## src/lightmap_atlas_block_allocator_macros.svh

```systemverilog
// Assertion macros shared by the atlas allocator modules.
`ifndef LIGHTMAP_ATLAS_BLOCK_ALLOCATOR_MACROS_SVH
`define LIGHTMAP_ATLAS_BLOCK_ALLOCATOR_MACROS_SVH
`ifndef SYNTHESIS
`define LAB_ASSERT_IMP(lbl, clk, rst_n, ante, cons, msg) \
    lbl: assert property (@(posedge clk) disable iff (!rst_n) (ante) |-> (cons)) \
        else $error(msg);
`define LAB_ASSERT_NXT(lbl, clk, rst_n, ante, cons, msg) \
    lbl: assert property (@(posedge clk) disable iff (!rst_n) (ante) |=> (cons)) \
        else $error(msg);
`else
`define LAB_ASSERT_IMP(lbl, clk, rst_n, ante, cons, msg)
`define LAB_ASSERT_NXT(lbl, clk, rst_n, ante, cons, msg)
`endif
`endif

```

## src/lab_pkg.sv

```systemverilog
// Types and constants shared by the atlas block allocator.
`timescale 1ns / 1ps
package lab_pkg;

    localparam int LAB_ATLAS_WIDTH  = 1024;
    localparam int LAB_ATLAS_HEIGHT = 1024;

    typedef struct packed {
        logic [10:0] block_width;
        logic [10:0] block_height;
    } t_req;

    typedef struct packed {
        logic        alloc_ok;
        logic [9:0]  x_pos;
        logic [10:0] y_pos;
    } t_res;

    typedef enum logic [2:0] {
        ST_CLEAR,
        ST_IDLE,
        ST_FWD,
        ST_BWD,
        ST_CHK,
        ST_UPD,
        ST_DONE
    } t_state;

    typedef struct packed {
        logic clr;
        logic load;
        logic fwd;
        logic bwd;
        logic chk;
        logic upd;
    } t_cmd;

    typedef struct packed {
        logic clr_last;
        logic w_skip;
        logic pass_end;
        logic upd_need;
        logic upd_last;
    } t_sts;

endpackage

```

## src/lab_ctrl.sv

```systemverilog
// Controller state machine that sequences the clear, scan and update passes.
`timescale 1ns / 1ps
`include "lightmap_atlas_block_allocator_macros.svh"
module lab_ctrl (
    input  logic          i_clk,
    input  logic          i_rst_n,
    input  logic          i_start,
    input  lab_pkg::t_sts i_sts,
    output lab_pkg::t_cmd o_cmd,
    output logic          o_busy,
    output logic          o_done
);

    lab_pkg::t_state r_state;
    lab_pkg::t_state n_state;

    always_ff @(posedge i_clk) begin
        if (!i_rst_n) begin
            r_state <= lab_pkg::ST_CLEAR;
        end else begin
            r_state <= n_state;
        end
    end

    always_comb begin
        n_state = r_state;
        case (r_state)
            lab_pkg::ST_CLEAR: begin
                if (i_sts.clr_last) n_state = lab_pkg::ST_IDLE;
            end
            lab_pkg::ST_IDLE: begin
                if (i_start) n_state = i_sts.w_skip ? lab_pkg::ST_CHK : lab_pkg::ST_FWD;
            end
            lab_pkg::ST_FWD: begin
                if (i_sts.pass_end) n_state = lab_pkg::ST_BWD;
            end
            lab_pkg::ST_BWD: begin
                if (i_sts.pass_end) n_state = lab_pkg::ST_CHK;
            end
            lab_pkg::ST_CHK: begin
                n_state = i_sts.upd_need ? lab_pkg::ST_UPD : lab_pkg::ST_DONE;
            end
            lab_pkg::ST_UPD: begin
                if (i_sts.upd_last) n_state = lab_pkg::ST_DONE;
            end
            lab_pkg::ST_DONE: begin
                n_state = lab_pkg::ST_IDLE;
            end
            default: begin
                n_state = lab_pkg::ST_CLEAR;
            end
        endcase
    end

    always_comb begin
        o_cmd      = '0;
        o_busy     = 1'b1;
        o_done     = 1'b0;
        case (r_state)
            lab_pkg::ST_CLEAR: o_cmd.clr = 1'b1;
            lab_pkg::ST_IDLE: begin
                o_busy     = 1'b0;
                o_cmd.load = i_start;
            end
            lab_pkg::ST_FWD:  o_cmd.fwd = 1'b1;
            lab_pkg::ST_BWD:  o_cmd.bwd = 1'b1;
            lab_pkg::ST_CHK:  o_cmd.chk = 1'b1;
            lab_pkg::ST_UPD:  o_cmd.upd = 1'b1;
            lab_pkg::ST_DONE: o_done = 1'b1;
            default: begin
                o_busy = 1'b1;
            end
        endcase
    end

    `LAB_ASSERT_NXT(a_start_busy, i_clk, i_rst_n, i_start && !o_busy, o_busy, "Accepted beat did not raise busy.")
    `LAB_ASSERT_NXT(a_bwd_to_chk, i_clk, i_rst_n, r_state == lab_pkg::ST_BWD && i_sts.pass_end, r_state == lab_pkg::ST_CHK, "Backward scan end did not reach the check.")
    `LAB_ASSERT_NXT(a_chk_done, i_clk, i_rst_n, r_state == lab_pkg::ST_CHK && !i_sts.upd_need, o_done, "Result without update was not strobed.")

endmodule

```

## config.mk

```make
export PLATFORM = sky130hd
export DESIGN_NAME = lab_ctrl
export DESIGN_NICKNAME = d
export VERILOG_FILES = /design/src/lab_pkg.sv /design/src/lab_ctrl.sv
export VERILOG_INCLUDE_DIRS = /design/src /design/src/src
export SDC_FILE = /design/constraint.sdc
export NUM_CORES = 1
export LEC_CHECK = 0
export BUFFER_PORTS_ARGS = -buffer_cell sky130_fd_sc_hd__buf_2
export CORE_AREA = 2 2 39 41
export DETAILED_ROUTE_END_ITERATION = 6
export DIE_AREA = 0 0 41 43
export PLACE_DENSITY_LB_ADDON = 0.12
export SYNTH_ARGS = -nofsm -noshare
export SYNTH_HDL_FRONTEND = slang
export SYNTH_SLANG_ARGS = --single-unit
export TNS_END_PERCENT = 10
```

## constraint.sdc

```tcl
create_clock -name i_clk -period 1.9 [get_ports i_clk]
set_clock_uncertainty 0.15 [all_clocks]
set_input_delay 0.095 -clock i_clk [delete_from_list [all_inputs] [get_ports i_clk]]
set_output_delay 0.095 -clock i_clk [all_outputs]
set_load 0.05 [all_outputs]
```

# == Yosys cells after proc, flatten, opt, wreduce, memory -nomap -nowiden ==
# Cells that the tools add are included.
# word_totals
ramBits,0
reg_bits,3
latchBits,0
output_inout_bits,8
memories,0
rom_bits,0
wordCells,30
inputBits,8
# op_classes
n_eq_ne,11
muxes,16
multipliers,0
bitwise_logic,0
magnitude_cmp,0
shifts,0
reduce_logical,2
div,0
n_addsub,0
# ops
op,count
3-bit one-hot mux with 7 select lines,1
3-bit two-way mux,6
2-bit != test (second input constant),5
3-bit equality test (second input constant),3
1-bit two-way mux,8
3-bit by 2-bit equality test with 1-bit output (second input constant),2
5-bit AND reduction,1
3-bit by 1-bit equality test with 1-bit output (second input constant),1
3-bit logical NOT,1
2-bit two-way mux,1

# == Depth between registers and ports, before layout ==
# logic_depth
word_depth,3
mapped_depth,5
mapped_depth_nobuf,4

# == Least setup slack after synthesis ==
# OpenSTA, ideal clock, no wires.
# synth_timing
kind,reg-to-output
start,reg r_state[0]
end,out o_cmd[4] (netlist name)
t_arrival_ps,1636
stages_incl_launch_ff,5
slack_ps,19
t_required_ps,1655
path_buffers,1
path_cell_list,dfxtp_1 > buf_6 > inv_1 > or3_4 > nor2_1
# synth_lines
item,line_no,rtl
start: declaration,lab_ctrl.sv:14,lab_pkg::t_state r_state;
start signal: assignment,lab_ctrl.sv:19,r_state <= lab_pkg::ST_CLEAR;
start signal: assignment,lab_ctrl.sv:21,r_state <= n_state;
end: declaration,lab_ctrl.sv:9,"output lab_pkg::t_cmd o_cmd,"

==> impl_results.md <==
* Worst R2R Path Depth at 4
* Post-DP Area at 385 µm²
* Static leakage power at 0.209 nW
* Sequential share of the synthesized area at 19.2%
* Max_slew headroom at 75.6%
* Worst-path cell chain: or3_4 > nor2_1 > buf_2
* R2R setup slack at 0.46 ns
* Number of flip-flops under the largest register name at 3
* Maximum root-to-sink buffer count at 2
* Post-route ant nets at 0
* TritonCTS sink count at 3
* Logic gate share of total power at 45.4%
* Initial detailed-routing violation count at 2
* Hold path endpoint: r_state[0]
* Pin count of the biggest net entering global routing at 13
* Residual overflow from global routing at 0
* Top area cells in the synthesized netlist: dfxtp_1 (19%), nor2_1 (11%), nand2_1 (8.4%), buf_6 (7.2%), mux2i_1 (6.4%)
* TritonCTS clock tree: done
* Total count of hold-check failures in the final report at 0
* Maximum cell stage delay along the critical path at 0.43 ns
* Layout area overhead at 34.8%
* Status: complete, no violations
* Fraction of layout cells with a size suffix above 1 at 43.3%
* Largest register by flop count: r_state
* Total die area at 1760 µm²
* Post-CTS Resized at 0
* Initial antenna violation count at 0
* RR Endpoint: r_state[0]
* Vias at 342
* Root buffer cell: clkbuf_4
* Clock latency at the later pin of the worst-skew pair at 0.23 ns
* Average instance area after synthesis at 7.45 µm²
* Via count normalized by instance count at 4.50
* Slew Limit Fails at 0
* Cell count after synthesis at 42
* Detailed-route wire length per cell at 10.3 µm
* Seq cells post-synth at 3
* Max-cap violation count at 0
* Number of global-route vias before repair at 274
* # IOs at 16
* Maximum clock frequency at 603 MHz
* Layout Cell Area excl Fill at 422 µm²
* Synth Warn # at 0
* WP data arrival at 1.41 ns
* Kind of end point of the critical path: primary output
* Type of the worst min-delay path: in2reg
* Starting Density at 22.6%
* Post-CTS Hold Fix Bufs at 1
* Wire length reported by the detailed router at 782 µm
* Required @ worst endpoint at 1.65 ns
* Setup Crit Path Kind: reg2out
* Final setup viols at 0
* Rows at 14
* Setup TNS at 0 ns
* Clock transition at the register clock pins on the worst setup and hold paths after CTS at 0.04 ns
* Number of buffers and inverters on the critical path at 1
* Area share of the largest cell type after synthesis at 19.2%
* Internal at 0.205 mW
* Post-synthesis cell area at 313 µm²
* CTS H-tree lvls at 1
* Worst voltage drop across the vdd grid at 346 µV
* Post-DP HPWL at 568 µm
* Routability congestion estimate at 0.663
* Critical-path top delay cell: or3_4
* Number of I/O port buffers at 15
* Largest registers: r_state: 3 flops
* Worst Max-Slew Pin Slew at 0.365 ns
* Net switching power at 0.157 mW
* Max FO, Critical Path at 11
* Diodes inserted at 0
* Number of optimization iterations in the first detailed-route pass at 2
* Post-CTS Setup Bufs at 0
* Critical path launch point type: register
* TritonCTS buffer count at 3
* Start of the worst register-to-register path: r_state[1]
* Min Clock Period, post-route at 1.66 ns
* Post-route DRC at 0
* Fin nets at 69
* Core region area at 1380 µm²
* Clock Power Share at 31.5%
* Hold path cells at 4
* Setup repair after global routing missed its margin: no
* Die height at 43 µm
* Power per Cell Area at 858 nW/µm²
* Cell family with most CP delay: simple AND/OR/NAND/NOR gates
* Crit. path cell count at 3
* Global-route wire length before repair at 1150 µm
* Largest area contributor in the synthesized netlist: dfxtp_1
* Total routing usage reported by global routing at 9.90%
* Switching share of total power at 43.3%
* Width of the die at 41 µm
* Reg power frac at 23.2%
* Period Utilization, post-route at 87.2%
* Unique cell type count in the Yosys netlist at 21
* Synthesized Nets at 50
* Launch instance of the worst min-delay path: i_sts[4]
tightest hold or removal path, cell delays in order:
cell and delay, ns:
buf_2 0.09, mux2i_1 0.06, nand2_1 0.07, o211a_1 0.12
cell usage in the layout (no fill, tap or decap), types with 2 or more instances in the layout:
| master | instances |
|---|---|
| inv_1 | 2 |
| mux2i_1 | 2 |
| nor2_1 | 9 |
| dfxtp_1 | 3 |
| nand2_1 | 7 |
| clkbuf_4 | 3 |
| buf_2 | 15 |
| o21ai_0 | 3 |
cell usage after synthesis (all sizes together):
master	n
inv	2
nor2	10
nor3	2
o211a	1
o21ai	3
a21boi	1
mux2i	2
buf	3
o21bai	1
or3	1
and2	1
and3	1
nand2	7
a211oi	1
nor3b	1
and4bb	1
dfxtp	3
nand2b	1
cell families (layout without fill, tap and decap cells):
kind of cell           Yosys count  after routing  synth area share (%)
buffers and inverters            5             23                  12.0
multiplexers                     2              2                  6.40
AND/OR/NAND/NOR                 25             25                  45.6
AO/OA/AOI/OAI                    7              7                  16.8
flip-flops                       3              3                  19.2
power groups by stage:
stage          logic, mW  registers (mW)  clock network [mW]
6_report           0.164          0.0838               0.114
5_1_grt            0.175          0.0859               0.124
4_1_cts            0.166          0.0838               0.120
3_5_place_dp       0.163          0.0848                   0
3_3_place_gp       0.166          0.0846                   0
2_1_floorplan      0.144          0.0748                   0
routing by layer:
metal	global-route usage (%)	share of wire [%]	vias to the layer above
met2	12.5	47	11
li1	-	-	176
met3	1.57	8.7	0
met4	8.00	0	0
met5	0	0	-
met1	14.0	44	155
final cells by class:
cell class | count | area [µm²]
Sequential cell | 3 | 60.1
Tap cell | 16 | 20.0
Fill cell | 156 | 962
Multi-Input combinational cell | 34 | 215
Inverter | 2 | 7.51
Clock buffer | 4 | 26.3
Timing Repair Buffer | 17 | 92.6
worst max path at each step:
stage | from | slack, ns | end
4_1_cts | r_state[2] | 0.22 | o_cmd[4]
6_report | r_state[2] | 0.24 | o_cmd[4]
2_1_floorplan | r_state[0] | 0.02 | o_cmd[4]
3_3_place_gp | r_state[2] | 0.48 | o_cmd[4]
5_1_grt | r_state[2] | 0.17 | o_cmd[4]
3_5_place_dp | r_state[1] | 0.48 | r_state[0]
stage by stage:
step	total power, mW	hold WS (ns)	util, %	cells	setup slack [ns]
2_1_floorplan	0.219	0.0536	-	42	0.0188
3_3_place_gp	0.251	0.220	27.8	71	0.479
3_5_place_dp	0.248	0.209	27.8	71	0.477
4_1_cts	0.370	0.0859	30.5	76	0.223
5_1_grt	0.385	0.0946	30.5	76	0.172
6_report	0.362	0.0882	30.5	76	0.243
Power figures use the tool's default switching activity.
